**src/sv/flow_meter_totalizer_assert.svh**
```systemverilog
// Assertion macros shared by the flow meter totalizer RTL.
// Expects clk and rst_n in the scope of use.
`ifndef FLOW_METER_TOTALIZER_ASSERT_SVH
`define FLOW_METER_TOTALIZER_ASSERT_SVH

// Same-cycle implication.
`define FMT_ASSERT_IMPL(name, ante, cons) \
  name: assert property (@(posedge clk) disable iff (!rst_n) (ante) |-> (cons)) \
    else $error("flow meter totalizer: same-cycle check failed");

// Next-cycle implication.
`define FMT_ASSERT_NEXT(name, ante, cons) \
  name: assert property (@(posedge clk) disable iff (!rst_n) (ante) |=> (cons)) \
    else $error("flow meter totalizer: next-cycle check failed");

`endif

```
**src/sv/fmt_pkg.sv**
```systemverilog
// Shared widths, codes and controller/datapath types for the flow meter totalizer.
// No dependencies.
`timescale 1ns / 1ps

package fmt_pkg;

  localparam int DW          = 32;
  localparam int CAL_W       = 16;
  localparam int OP_W        = 2;
  localparam int CFG_IDX_W   = 1;
  localparam int CFG_DATA_W  = 16;

  localparam int NUM_W       = 64;
  localparam int DEN_W       = 48;
  localparam int Q_W         = 32;
  localparam int CNT_W       = $clog2(Q_W + 1);

  localparam int ML_PROD_W   = 42;
  localparam int RATE_PROD_W = 52;
  localparam int RATE_FRAC   = 8;

  localparam logic [CAL_W-1:0] CAL_RESET    = 16'd450;
  localparam logic             FILL_RESET   = 1'b1;
  localparam logic [9:0]       ML_PER_LITRE = 10'd1000;
  localparam logic [19:0]      UL_PER_LITRE = 20'd1000000;

  localparam logic [DW-1:0] TOT_MAX = {1'b0, {(DW-1){1'b1}}};
  localparam logic [DW-1:0] TOT_MIN = {1'b1, {(DW-1){1'b0}}};

  typedef enum logic [OP_W-1:0] {
    OP_PULSE      = 2'd0,
    OP_TICK       = 2'd1,
    OP_CLR_PULSES = 2'd2,
    OP_CLR_TOTAL  = 2'd3
  } op_t;

  typedef enum logic [CFG_IDX_W-1:0] {
    CFG_CAL  = 1'b0,
    CFG_FILL = 1'b1
  } cfg_reg_t;

  typedef struct packed {
    logic take;
    logic mul;
    logic div_start;
    logic finish;
    logic load_out;
  } cmd_t;

  typedef struct packed {
    logic div_done;
  } sts_t;

endpackage

```
**src/sv/fmt_ifs.sv**
```systemverilog
// Channel interfaces of the flow meter totalizer: input, result and config write.
// Depends on fmt_pkg.
`timescale 1ns / 1ps

interface fmt_in_if import fmt_pkg::*; ();
  logic            valid;
  logic            ready;
  logic [OP_W-1:0] operation;
  logic [DW-1:0]   now_ms;

  modport source (output valid, operation, now_ms, input ready);
  modport sink   (input valid, operation, now_ms, output ready);
endinterface

interface fmt_out_if import fmt_pkg::*; ();
  logic                 valid;
  logic                 ready;
  logic [DW-1:0]        pulse_count;
  logic signed [DW-1:0] total_ml;
  logic [DW-1:0]        flow_rate_q8;
  logic                 rate_valid;

  modport source (output valid, pulse_count, total_ml, flow_rate_q8, rate_valid, input ready);
  modport sink   (input valid, pulse_count, total_ml, flow_rate_q8, rate_valid, output ready);
endinterface

interface fmt_cfg_if import fmt_pkg::*; ();
  logic                  valid;
  logic                  ready;
  logic [CFG_IDX_W-1:0]  index;
  logic [CFG_DATA_W-1:0] data;

  modport source (output valid, index, data, input ready);
  modport sink   (input valid, index, data, output ready);
endinterface

```
**src/sv/fmt_div.sv**
```systemverilog
// Restoring divider, one quotient bit per cycle, 32-bit saturated quotient.
// Depends on fmt_pkg.
`timescale 1ns / 1ps

module fmt_div import fmt_pkg::*; (
  input  logic             clk,
  input  logic             rst_n,
  input  logic             start,
  input  logic [NUM_W-1:0] num,
  input  logic [DEN_W-1:0] den,
  output logic             done,
  output logic             ovf,
  output logic [Q_W-1:0]   quot
);

  logic             busy_r, busy_nxt;
  logic [CNT_W-1:0] cnt_r, cnt_nxt;
  logic             ovf_r;
  logic [DEN_W-1:0] rem_r, den_r;
  logic [Q_W-1:0]   lo_r;

  logic [DEN_W:0]   trial, diff;
  logic             fits;

  assign trial = {rem_r, lo_r[Q_W-1]};
  assign diff  = trial - {1'b0, den_r};
  assign fits  = !diff[DEN_W];

  assign done = busy_r && (cnt_r == '0);
  assign ovf  = ovf_r;
  assign quot = ovf_r ? '1 : lo_r;

  always_comb begin
    busy_nxt = busy_r;
    cnt_nxt  = cnt_r;
    if (start) begin
      busy_nxt = 1'b1;
      cnt_nxt  = CNT_W'(Q_W);
    end else if (busy_r) begin
      if (cnt_r == '0) busy_nxt = 1'b0;
      else cnt_nxt = cnt_r - 1'b1;
    end
  end

  always_ff @(posedge clk) begin
    if (!rst_n) begin
      busy_r <= 1'b0;
      cnt_r  <= '0;
    end else begin
      busy_r <= busy_nxt;
      cnt_r  <= cnt_nxt;
    end
  end

  always_ff @(posedge clk) begin
    if (start) begin
      ovf_r <= DEN_W'(num[NUM_W-1:Q_W]) >= den;
      rem_r <= DEN_W'(num[NUM_W-1:Q_W]);
      lo_r  <= num[Q_W-1:0];
      den_r <= den;
    end else if (busy_r && (cnt_r != '0)) begin
      rem_r <= fits ? diff[DEN_W-1:0] : trial[DEN_W-1:0];
      lo_r  <= {lo_r[Q_W-2:0], fits};
    end
  end

endmodule

```
**src/sv/fmt_ctrl.sv**
```systemverilog
// Controller of the flow meter totalizer: sequences beats, tick math and result hand-off.
// Depends on fmt_pkg.
`timescale 1ns / 1ps

module fmt_ctrl import fmt_pkg::*; (
  input  logic clk,
  input  logic rst_n,
  input  logic in_valid,
  input  op_t  in_op,
  output logic in_ready,
  output logic out_valid,
  input  logic out_ready,
  input  sts_t sts,
  output cmd_t cmd
);

  typedef enum logic [2:0] {
    S_IDLE,
    S_MUL,
    S_LOAD,
    S_DIV,
    S_RESP
  } state_t;

  state_t state_r, state_nxt;
  logic   out_valid_r, out_valid_nxt;
  logic   slot_free;

  assign in_ready  = (state_r == S_IDLE);
  assign out_valid = out_valid_r;
  assign slot_free = !out_valid_r || out_ready;

  always_comb begin
    cmd           = '0;
    state_nxt     = state_r;
    out_valid_nxt = out_valid_r && !out_ready;
    unique case (state_r)
      S_IDLE: begin
        if (in_valid) begin
          cmd.take  = 1'b1;
          state_nxt = (in_op == OP_TICK) ? S_MUL : S_RESP;
        end
      end
      S_MUL: begin
        cmd.mul   = 1'b1;
        state_nxt = S_LOAD;
      end
      S_LOAD: begin
        cmd.div_start = 1'b1;
        state_nxt     = S_DIV;
      end
      S_DIV: begin
        if (sts.div_done) begin
          cmd.finish = 1'b1;
          state_nxt  = S_RESP;
        end
      end
      S_RESP: begin
        if (slot_free) begin
          cmd.load_out  = 1'b1;
          out_valid_nxt = 1'b1;
          state_nxt     = S_IDLE;
        end
      end
      default: state_nxt = S_IDLE;
    endcase
  end

  always_ff @(posedge clk) begin
    if (!rst_n) begin
      state_r     <= S_IDLE;
      out_valid_r <= 1'b0;
    end else begin
      state_r     <= state_nxt;
      out_valid_r <= out_valid_nxt;
    end
  end

endmodule

```
**src/sv/fmt_dpath.sv**
```systemverilog
// Datapath of the flow meter totalizer: config, counters, total, rate, result register.
// Depends on fmt_pkg and fmt_div.
`timescale 1ns / 1ps

module fmt_dpath import fmt_pkg::*; (
  input  logic                  clk,
  input  logic                  rst_n,
  input  op_t                   in_op,
  input  logic [DW-1:0]         in_now,
  input  logic                  cfg_we,
  input  logic [CFG_IDX_W-1:0]  cfg_idx,
  input  logic [CFG_DATA_W-1:0] cfg_data,
  input  cmd_t                  cmd,
  output sts_t                  sts,
  output logic [DW-1:0]         out_pulse_count,
  output logic [DW-1:0]         out_total_ml,
  output logic [DW-1:0]         out_flow_rate_q8,
  output logic                  out_rate_valid
);

  logic [CAL_W-1:0] cal_r;
  logic             fill_r;

  logic [DW-1:0] pcnt_r, pcnt_nxt;
  logic [DW-1:0] total_r, total_nxt;
  logic [DW-1:0] last_r, last_nxt;
  logic [DW-1:0] rate_r, rate_nxt;
  logic          rok_r, rok_nxt;

  logic [DW-1:0]          now_r;
  logic [ML_PROD_W-1:0]   prod_ml_r;
  logic [RATE_PROD_W-1:0] prod_rate_r;
  logic [DEN_W-1:0]       den_rate_r;
  logic                   ezero_r;

  logic [DW-1:0] pc_q_r, tot_q_r, rate_q_r;
  logic          rv_q_r;

  logic [CAL_W-1:0] cal_eff;
  logic [DW-1:0]    elapsed;
  logic             ml_done, rate_done, ml_ovf, rate_ovf;
  logic [Q_W-1:0]   q_ml, q_rate;
  logic [DW+1:0]    tot_ext, ml_ext, sum;
  logic [DW-1:0]    total_upd;

  assign cal_eff = (cal_r == '0) ? CAL_W'(1) : cal_r;
  assign elapsed = now_r - last_r;

  fmt_div u_div_ml (
    .clk   (clk),
    .rst_n (rst_n),
    .start (cmd.div_start),
    .num   (NUM_W'(prod_ml_r)),
    .den   (DEN_W'(cal_eff)),
    .done  (ml_done),
    .ovf   (ml_ovf),
    .quot  (q_ml)
  );

  fmt_div u_div_rate (
    .clk   (clk),
    .rst_n (rst_n),
    .start (cmd.div_start),
    .num   (NUM_W'({prod_rate_r, {RATE_FRAC{1'b0}}})),
    .den   (den_rate_r),
    .done  (rate_done),
    .ovf   (rate_ovf),
    .quot  (q_rate)
  );

  assign sts.div_done = ml_done && rate_done;

  // adds or drains the tick volume; volume beyond 32 bits, or a sum outside the signed range, saturates the total
  always_comb begin
    tot_ext = {{2{total_r[DW-1]}}, total_r};
    ml_ext  = {2'b00, q_ml};
    sum     = fill_r ? (tot_ext + ml_ext) : (tot_ext - ml_ext);
    if (ml_ovf) total_upd = fill_r ? TOT_MAX : TOT_MIN;
    else if ((sum[DW+1] != sum[DW-1]) || (sum[DW] != sum[DW-1]))
      total_upd = sum[DW+1] ? TOT_MIN : TOT_MAX;
    else total_upd = sum[DW-1:0];
  end

  always_comb begin
    pcnt_nxt  = pcnt_r;
    total_nxt = total_r;
    last_nxt  = last_r;
    rate_nxt  = rate_r;
    rok_nxt   = rok_r;
    if (cmd.take) begin
      case (in_op)
        OP_PULSE:      if (pcnt_r != '1) pcnt_nxt = pcnt_r + 1'b1;
        OP_TICK:       ;
        OP_CLR_PULSES: pcnt_nxt = '0;
        OP_CLR_TOTAL:  total_nxt = '0;
        default:       ;
      endcase
    end
    if (cmd.finish) begin
      total_nxt = total_upd;
      rate_nxt  = (ezero_r || rate_ovf) ? '1 : q_rate;
      rok_nxt   = !ezero_r;
      pcnt_nxt  = '0;
      last_nxt  = now_r;
    end
  end

  always_ff @(posedge clk) begin
    if (!rst_n) begin
      cal_r   <= CAL_RESET;
      fill_r  <= FILL_RESET;
      pcnt_r  <= '0;
      total_r <= '0;
      last_r  <= '0;
      rate_r  <= '0;
      rok_r   <= 1'b0;
    end else begin
      if (cfg_we) begin
        unique case (cfg_reg_t'(cfg_idx))
          CFG_CAL:  cal_r  <= cfg_data[CAL_W-1:0];
          CFG_FILL: fill_r <= cfg_data[0];
          default:  ;
        endcase
      end
      pcnt_r  <= pcnt_nxt;
      total_r <= total_nxt;
      last_r  <= last_nxt;
      rate_r  <= rate_nxt;
      rok_r   <= rok_nxt;
    end
  end

  always_ff @(posedge clk) begin
    if (cmd.take) now_r <= in_now;
    if (cmd.mul) begin
      prod_ml_r   <= ML_PROD_W'(pcnt_r) * ML_PROD_W'(ML_PER_LITRE);
      prod_rate_r <= RATE_PROD_W'(pcnt_r) * RATE_PROD_W'(UL_PER_LITRE);
      den_rate_r  <= DEN_W'(cal_eff) * DEN_W'(elapsed);
      ezero_r     <= (elapsed == '0);
    end
    if (cmd.load_out) begin
      pc_q_r   <= pcnt_r;
      tot_q_r  <= total_r;
      rate_q_r <= rate_r;
      rv_q_r   <= rok_r;
    end
  end

  assign out_pulse_count  = pc_q_r;
  assign out_total_ml     = tot_q_r;
  assign out_flow_rate_q8 = rate_q_r;
  assign out_rate_valid   = rv_q_r;

endmodule

```
**src/sv/flow_meter_totalizer.sv**
```systemverilog
// Pulse flow meter totalizer: pulse counter, signed volume total and Q24.8 flow rate.
// Top level; depends on fmt_pkg, fmt_ifs, fmt_ctrl, fmt_dpath, fmt_div and the assert header.
//
// One input beat is handled at a time and every beat returns one result beat. Pulse and
// clear beats go from acceptance straight to the result state; a tick passes through the
// product, load and divide states (the 32-step restoring dividers for volume and rate run
// side by side) before it. The result register lets the next beat in as soon as it is
// loaded, even while the sink stalls; a further result waits until that register drains.
// Config writes are always accepted and apply on the write beat.
`timescale 1ns / 1ps

`include "flow_meter_totalizer_assert.svh"

module flow_meter_totalizer import fmt_pkg::*; (
  input logic         clk,
  input logic         rst_n,
  fmt_in_if.sink      in_ch,
  fmt_out_if.source   out_ch,
  fmt_cfg_if.sink     cfg_ch
);

  cmd_t          cmd;
  sts_t          sts;
  op_t           in_op;
  logic [DW-1:0] total_bits;

  assign in_op        = op_t'(in_ch.operation);
  assign cfg_ch.ready = 1'b1;

  fmt_ctrl u_ctrl (
    .clk       (clk),
    .rst_n     (rst_n),
    .in_valid  (in_ch.valid),
    .in_op     (in_op),
    .in_ready  (in_ch.ready),
    .out_valid (out_ch.valid),
    .out_ready (out_ch.ready),
    .sts       (sts),
    .cmd       (cmd)
  );

  fmt_dpath u_dpath (
    .clk              (clk),
    .rst_n            (rst_n),
    .in_op            (in_op),
    .in_now           (in_ch.now_ms),
    .cfg_we           (cfg_ch.valid && cfg_ch.ready),
    .cfg_idx          (cfg_ch.index),
    .cfg_data         (cfg_ch.data),
    .cmd              (cmd),
    .sts              (sts),
    .out_pulse_count  (out_ch.pulse_count),
    .out_total_ml     (total_bits),
    .out_flow_rate_q8 (out_ch.flow_rate_q8),
    .out_rate_valid   (out_ch.rate_valid)
  );

  assign out_ch.total_ml = $signed(total_bits);

  `FMT_ASSERT_NEXT(a_tick_to_mul, cmd.take && (in_op == OP_TICK), cmd.mul)
  `FMT_ASSERT_NEXT(a_load_gives_valid, cmd.load_out, out_ch.valid)
  `FMT_ASSERT_IMPL(a_done_not_idle, sts.div_done, !in_ch.ready)
  `FMT_ASSERT_IMPL(a_done_finishes, sts.div_done, cmd.finish)

endmodule

```
**src/flat_wrapper.sv**
```systemverilog
// flat-port wrapper written by rule: the top's interface ports become plain ports
module flow_meter_totalizer_flat import fmt_pkg::*;
  (clk, rst_n, in_ch_valid, in_ch_operation, in_ch_now_ms, in_ch_ready, out_ch_valid, out_ch_pulse_count, out_ch_total_ml, out_ch_flow_rate_q8, out_ch_rate_valid, out_ch_ready, cfg_ch_valid, cfg_ch_index, cfg_ch_data, cfg_ch_ready);
  fmt_in_if in_ch_i ();
  fmt_out_if out_ch_i ();
  fmt_cfg_if cfg_ch_i ();
  input logic clk;
  input logic rst_n;
  input wire logic [$bits(in_ch_i.valid)-1:0] in_ch_valid;
  input wire logic [$bits(in_ch_i.operation)-1:0] in_ch_operation;
  input wire logic [$bits(in_ch_i.now_ms)-1:0] in_ch_now_ms;
  output wire logic [$bits(in_ch_i.ready)-1:0] in_ch_ready;
  output wire logic [$bits(out_ch_i.valid)-1:0] out_ch_valid;
  output wire logic [$bits(out_ch_i.pulse_count)-1:0] out_ch_pulse_count;
  output wire logic [$bits(out_ch_i.total_ml)-1:0] out_ch_total_ml;
  output wire logic [$bits(out_ch_i.flow_rate_q8)-1:0] out_ch_flow_rate_q8;
  output wire logic [$bits(out_ch_i.rate_valid)-1:0] out_ch_rate_valid;
  input wire logic [$bits(out_ch_i.ready)-1:0] out_ch_ready;
  input wire logic [$bits(cfg_ch_i.valid)-1:0] cfg_ch_valid;
  input wire logic [$bits(cfg_ch_i.index)-1:0] cfg_ch_index;
  input wire logic [$bits(cfg_ch_i.data)-1:0] cfg_ch_data;
  output wire logic [$bits(cfg_ch_i.ready)-1:0] cfg_ch_ready;
  assign in_ch_i.valid = in_ch_valid;
  assign in_ch_i.operation = in_ch_operation;
  assign in_ch_i.now_ms = in_ch_now_ms;
  assign in_ch_ready = in_ch_i.ready;
  assign out_ch_valid = out_ch_i.valid;
  assign out_ch_pulse_count = out_ch_i.pulse_count;
  assign out_ch_total_ml = out_ch_i.total_ml;
  assign out_ch_flow_rate_q8 = out_ch_i.flow_rate_q8;
  assign out_ch_rate_valid = out_ch_i.rate_valid;
  assign out_ch_i.ready = out_ch_ready;
  assign cfg_ch_i.valid = cfg_ch_valid;
  assign cfg_ch_i.index = cfg_ch_index;
  assign cfg_ch_i.data = cfg_ch_data;
  assign cfg_ch_ready = cfg_ch_i.ready;
  flow_meter_totalizer u_core (.clk(clk), .rst_n(rst_n), .in_ch(in_ch_i), .out_ch(out_ch_i), .cfg_ch(cfg_ch_i));
endmodule
```
**config.mk**
```make
export PLATFORM = sky130hd
export DESIGN_NAME = flow_meter_totalizer_flat
export DESIGN_NICKNAME = d
export VERILOG_FILES = /design/src/sv/fmt_pkg.sv /design/src/sv/fmt_ifs.sv /design/src/sv/fmt_div.sv /design/src/sv/fmt_ctrl.sv /design/src/sv/fmt_dpath.sv /design/src/sv/flow_meter_totalizer.sv /design/src/flat_wrapper.sv
export VERILOG_INCLUDE_DIRS = /design/src /design/src/sv
export SDC_FILE = /design/constraint.sdc
export NUM_CORES = 2
export LEC_CHECK = 0
export BUFFER_PORTS_ARGS = -buffer_cell sky130_fd_sc_hd__buf_2
export CAP_MARGIN = 20
export CORE_ASPECT_RATIO = 1.75
export CORE_MARGIN = 4
export CORE_UTILIZATION = 40
export DETAILED_ROUTE_END_ITERATION = 6
export PLACE_DENSITY = 0.59
export RECOVER_POWER = 50
export SYNTH_ARGS = -nofsm -noshare
export SYNTH_HDL_FRONTEND = slang
export SYNTH_SLANG_ARGS = --single-unit
export TNS_END_PERCENT = 100
```
**constraint.sdc**
```tcl
create_clock -name clk -period 19.2 [get_ports clk]
set_input_delay 1.92 -clock clk [delete_from_list [all_inputs] [get_ports clk]]
set_output_delay 1.92 -clock clk [all_outputs]
set_load 0.01 [all_outputs]
```
# Word level (Yosys, flattened, before mapping)
# Index checks and enable logic that the tools add are counted.
# word_totals
register_bits	653
word_cells	161
# classes
n_addsub	8
n_mul	3
n_lt_le_gt_ge	2
eq_ne	16
n_mux	51
bitwise	4
n_reduce_logical	40
# ops
cell	count
two-way mux 32 bit	15
two-way mux 48 bit	2
case mux 32 bit (2 select lines)	1
two-way mux 28 bit	2
subtractor 49 x 16 -> 49 bit	1
subtractor 49 x 48 -> 49 bit	1
>= comparator 28 x 48 -> 1 bit	1
multiplier 16 x 32 -> 48 bit	1
multiplier 32 x 14 -> 46 bit (second input constant)	1
multiplier 32 x 7 -> 39 bit (second input constant)	1
two-way mux 6 bit	6
adder 32 x 33 -> 34 bit	1
two-way mux 34 bit	1
subtractor 32 x 33 -> 34 bit	1
adder 32 x 1 -> 32 bit (second input constant)	1
zero test 32 bit	1
!= test 32 bit (second input constant)	1
subtractor 32 bit	1
two-way mux 10 bit	2
>= comparator 10 x 16 -> 1 bit	1
zero test 16 bit	1
two-way mux 1 bit	16
two-way mux 16 bit	1
case mux 3 bit (5 select lines)	1
other kinds (22)	63

# Longest topological paths before layout
# depth
ltp_word	8
mapped_depth	35

# Cells and area by module
# A second synthesis with hierarchy kept.
# hier_totals
hier_cells	6583
hier_area_um2	64465.6
# modules_own_cells
mod	instances	cells_each	area_each_um2
fmt_dpath	1	4559	44861.8
fmt_div	2	997	9681.8
fmt_ctrl	1	28	229.0
flow_meter_totalizer	1	2	11.3

# Worst setup path after synthesis
# No wires, ideal clock.
# synth_path
path_type	register -> register
start	register u_core.u_ctrl.state_r[2]
end	register u_core.u_dpath.den_rate_r[0] (enable)
arrival_time_ns	10.123
t_required_ns	18.388
setup_slack_ns	8.264
path_stages_with_launch	3
synth_period_minus_slack_ns	10.936
cell_sequence	dfxtp_1 clkbuf_1 nor3b_1
# synth_via
elab_chain_len	2
# synth_lines
item	line_no	text
start, declared	fmt_ctrl.sv:25	state_t state_r, state_nxt;
start signal, assigned	fmt_ctrl.sv:74	state_r <= state_nxt;
equality test 3 x 1 -> 1 bit	fmt_ctrl.sv:37	unique case (state_r)
two-way mux 1 bit	fmt_ctrl.sv:37	
end signal, assigned	fmt_dpath.sv:138	den_rate_r <= DEN_W'(cal_eff) * DEN_W'(elapsed);
end, declared	fmt_dpath.sv:33	logic [DEN_W-1:0] den_rate_r;
# Every way passes these cells.
# A chain may end at the register's enable or synchronous reset.

# Final worst setup path
# layout_path
start	register u_core.u_dpath.now_r[2]
end	register u_core.u_dpath.den_rate_r[47], data pin
# layout_via
elab_chain_len	2
# layout_lines
item	line_no	text
start, declared	fmt_dpath.sv:30	logic [DW-1:0] now_r;
start signal, assigned	fmt_dpath.sv:134	if (cmd.take) now_r <= in_now;
subtractor 32 bit	fmt_dpath.sv:47	assign elapsed = now_r - last_r;
multiplier 16 x 32 -> 48 bit	fmt_dpath.sv:138	
# Every way passes these cells.

==> summary.md <==
| Metric | Value |
|---|---|
| Final period util | 50.4% |
| VDD IR max | 196 uV |
| Register area share after synthesis | 28.7% |
| FF-to-FF setup slack | 9520 ps |
| Xor/xnor cell area share of the yosys netlist | 4.17% |
| Share of layout cells above drive strength 1 | 5.95% |
| Final Max Slew Viols | 976 |
| Post-CTS setup buffer count | 0 |
| Vias per inst | 5.34 |
| Post-synthesis mux area share | 0.943% |
| Hold path start | u_core.u_dpath.rate_r[13]$_SDFFE_PN0P_ |
| RSZ-0062 raised after global routing | no |
| Die ar. | 0.157 mm^2 |
| Post-synthesis simple-gate area fraction | 14.1% |
| Worst setup EP type | flip-flop |
| Setup Skew | 38.9 ps |
| CTS root buf | clkbuf_16 |
| Dpl hpwl | 130 mm |
| Least-Margin Pin Slew | 7760 ps |
| Drc violations | 0 |
| Hold Buf Count CTS | 0 |
| Failing checks | capacitance limit, slew limit |
| GRT Total Usage | 21.1% |
| Layout Nets | 7636 |
| Clock network fraction of design power | 16.2% |
| Placed cells | 8334 |
| Final non-filler cell total | 8478 |
| Internal power | 5.19 mW |
| First-pass GRT wire length | 260 mm |
| Status | finished, violations left |
| Cell Area, Synth | 0.0601 mm^2 |
| Port Buf Inserts | 154 |
| # IOs | 156 |
| Reg-to-reg endpoint | u_core.u_dpath.den_rate_r[47]$_DFFE_PP_ |
| Setup violations, final | 0 |
| Relative slew margins | -417% |
| Die X | 301 um |
| Syn. warnings | 0 |
| Largest family of logic cells by synthesized area | adder cells |
| CP Launch Type | flip-flop |
| Sw frac | 45.4% |
| Synth Area in Compound Gates | 12.4% |
| Reg2reg path depth | 30 |
| Slowest cell on crit path | or4b_1 |
| Yosys reg bits | 651 |
| Gate power share | 62.8% |
| Largest net degree at the start of global routing | 133 |
| Setup CP Type | reg -> reg |
| Vias in the first global route | 47900 |
| DRT antenna net count | 0 |
| Cell variety after synth | 99 |
| Most Frequent Cell on Critical Path | fa_1 |
| Fin. Hold Viols | 0 |
| Psw | 4.32 mW |
| Hold Path Depth | 0 |
| DRT Pass-1 Iters | 6 |
| Slowest stage delay, CP | 670 ps |
| Row cnt | 188 |
| Min Clock Period, post-route | 9680 ps |
| Async SR Flop Fraction | 0% |
| Critical path data arrival time | 10090 ps |
| DR iter-0 viols | 2131 |
| Fmax | 103 MHz |
| Leakage | 30.1 nW |
| Clk_lat worst skew | 680 ps |
| Hold Path Class | reg -> reg |
| Crit path required time | 19610 ps |
| Clk slew on worst S/H paths | 60 ps |
| Syn_area_per_cell | 9.45 um^2 |
| Post-synth net total | 7575 |
| Final WL | 166 mm |
| Worst-path maximum fanout | 17 |
| Placer's final routability congestion estimate | 0.916 |
| CTS tree | yes |
| Num CTS Buffers | 74 |
| Die height | 521 um |
| Post-DR wirelength/cell | 19.6 um |
| Via count | 45200 |
| RR Startpoint | u_core.u_dpath.now_r[2]$_DFFE_PP_ |
| Hold Path End | u_core.u_dpath.out_flow_rate_q8[13]$_DFFE_PP_ |
| Syn Inst Count | 6359 |
| Register share of total power | 21.0% |
| MaxCap Viol Count | 23 |
| # H-tree levels | 3 |
| Post-synth top flop | edfxtp_1 |
| Commonest non-fill, non-tap cells in the layout | inv_1, nand2_1, fa_1, ha_1, edfxtp_1 |
| Most common cell after layout, fill and taps aside | inv_1 |
| Post-CTS sizing | 0 |
| Area grow syn2layout | 9.34% |
| Remaining global-route overflow | 0 |
| Initial antenna violation count | 2 |
| Pwr Density | 145 mW/mm^2 |
| Initial Util | 40.2% |
| Core Region | 0.150 mm^2 |
| EDFF count, synth | 421 |
| Post-Synth Adder-Cell Area | 32.2% |
| CTS Sinks | 651 |
| Clock buffer depth | 3 |
| Post-Route Setup TNS | 0 ps |
[per-stage QoR]
stage | hold slack [ps] | utilization (%) | instance area (um^2) | power (mW) | setup WS (ps)
6_report | 427 | 43.9 | 65700 | 9.51 | 9520
3_3_place_gp | 410 | 42.2 | 63200 | 7.89 | 9530
4_1_cts | 424 | 44.0 | 65800 | 9.57 | 9280
3_5_place_dp | 410 | 42.2 | 63200 | 7.98 | 9320
5_1_grt | 434 | 43.9 | 65700 | 10.4 | 9090
2_1_floorplan | 403 | - | 60100 | 6.43 | 8260
[layer usage]
| layer | share of wire [%] | track usage [%] | wire length (um) |
|---|---|---|---|
| met3 | 3.7 | 2.46 | 6090 |
| met5 | 0 | 0 | 0 |
| met1 | 35 | 21.1 | 58000 |
| met4 | 6.2 | 11.9 | 10300 |
| met2 | 55 | 41.5 | 91600 |
[power by group through the flow]
stage          clock network [mW]  logic [mW]  registers, mW
5_1_grt                      1.64        6.74           2.01
3_3_place_gp                    0        5.87           2.01
4_1_cts                      1.59        6.00           1.99
6_report                     1.54        5.97           1.99
3_5_place_dp                    0        5.96           2.02
2_1_floorplan                   0        4.44           1.99
[area by class of cell]
cell class                 count  area (um^2)
antenna                        1         2.50
clock buffer                  85         1960
clock inverter                53          662
fill                       14700        83900
inverter                     953         3580
multi-input combinational   4509        38500
sequential                   651        17200
tap                         1995         2500
timing repair buffer         231         1280
[how the worst max path moves through the flow]
stage / depth (start not counted) / slack, ps / to / startpoint
2_1_floorplan: 2 / 8260 / u_core.u_dpath.den_rate_r[0]$_DFFE_PP_ / u_core.u_ctrl.state_r[2]$_SDFFE_PN0P_
3_3_place_gp: 28 / 9530 / u_core.u_dpath.den_rate_r[47]$_DFFE_PP_ / u_core.u_dpath.now_r[2]$_DFFE_PP_
3_5_place_dp: 28 / 9320 / u_core.u_dpath.den_rate_r[47]$_DFFE_PP_ / u_core.u_dpath.now_r[2]$_DFFE_PP_
4_1_cts: 28 / 9280 / u_core.u_dpath.den_rate_r[47]$_DFFE_PP_ / u_core.u_dpath.now_r[2]$_DFFE_PP_
5_1_grt: 30 / 9090 / u_core.u_dpath.den_rate_r[47]$_DFFE_PP_ / u_core.u_dpath.now_r[2]$_DFFE_PP_
6_report: 30 / 9520 / u_core.u_dpath.den_rate_r[47]$_DFFE_PP_ / u_core.u_dpath.now_r[2]$_DFFE_PP_
[synth_stat cells, types with 53 or more instances]
library cell / instances / area, um^2
and2_1: 190 / 1190
dfxtp_1: 230 / 4600
nor2_1: 372 / 1400
a21o_1: 121 / 908
fa_1: 643 / 12900
ha_1: 517 / 6470
nand2b_1: 53 / 332
a21oi_1: 359 / 1800
xor2_1: 84 / 736
o21ai_0: 281 / 1410
nand3_1: 63 / 315
inv_1: 951 / 3570
nand2_1: 768 / 2880
edfxtp_1: 421 / 12600
o21ai_1: 53 / 265
nor3_1: 99 / 495
xnor2_1: 202 / 1770
clkbuf_1: 220 / 826
[registers in the layout, summed over array words and instances (netlist names), 37 cells and up]
register,flops
u_core.u_dpath.prod_rate_r,46
u_core.u_dpath.u_div_rate.den_r,48
u_core.u_dpath.u_div_ml.rem_r,48
u_core.u_dpath.u_div_rate.rem_r,48
u_core.u_dpath.den_rate_r,48
u_core.u_dpath.prod_ml_r,37
[cells by family (layout without fill, tap and decap cells)]
group,after synthesis,after routing
multiplexers,56,56
AO/OA/AOI/OAI,1188,1188
AND/OR/NAND/NOR,1818,1818
XOR/XNOR,286,286
flip-flops,651,651
adder cells (fa/ha/maj),1160,1160
buffers and inverters,1199,1322
other,1,2
[worst max-delay path: cells and delay by family, from the launching register on]
| kind | cells | cell delay [ps] |
|---|---|---|
| adder cells (fa/ha/maj) | 8 | 3880 |
| AO/OA/AOI/OAI | 11 | 2780 |
| AND/OR/NAND/NOR | 5 | 1610 |
| buffers and inverters | 4 | 440 |
| flip-flops | 1 | 400 |
| XOR/XNOR | 2 | 300 |
(Power assumes the default switching activity.)
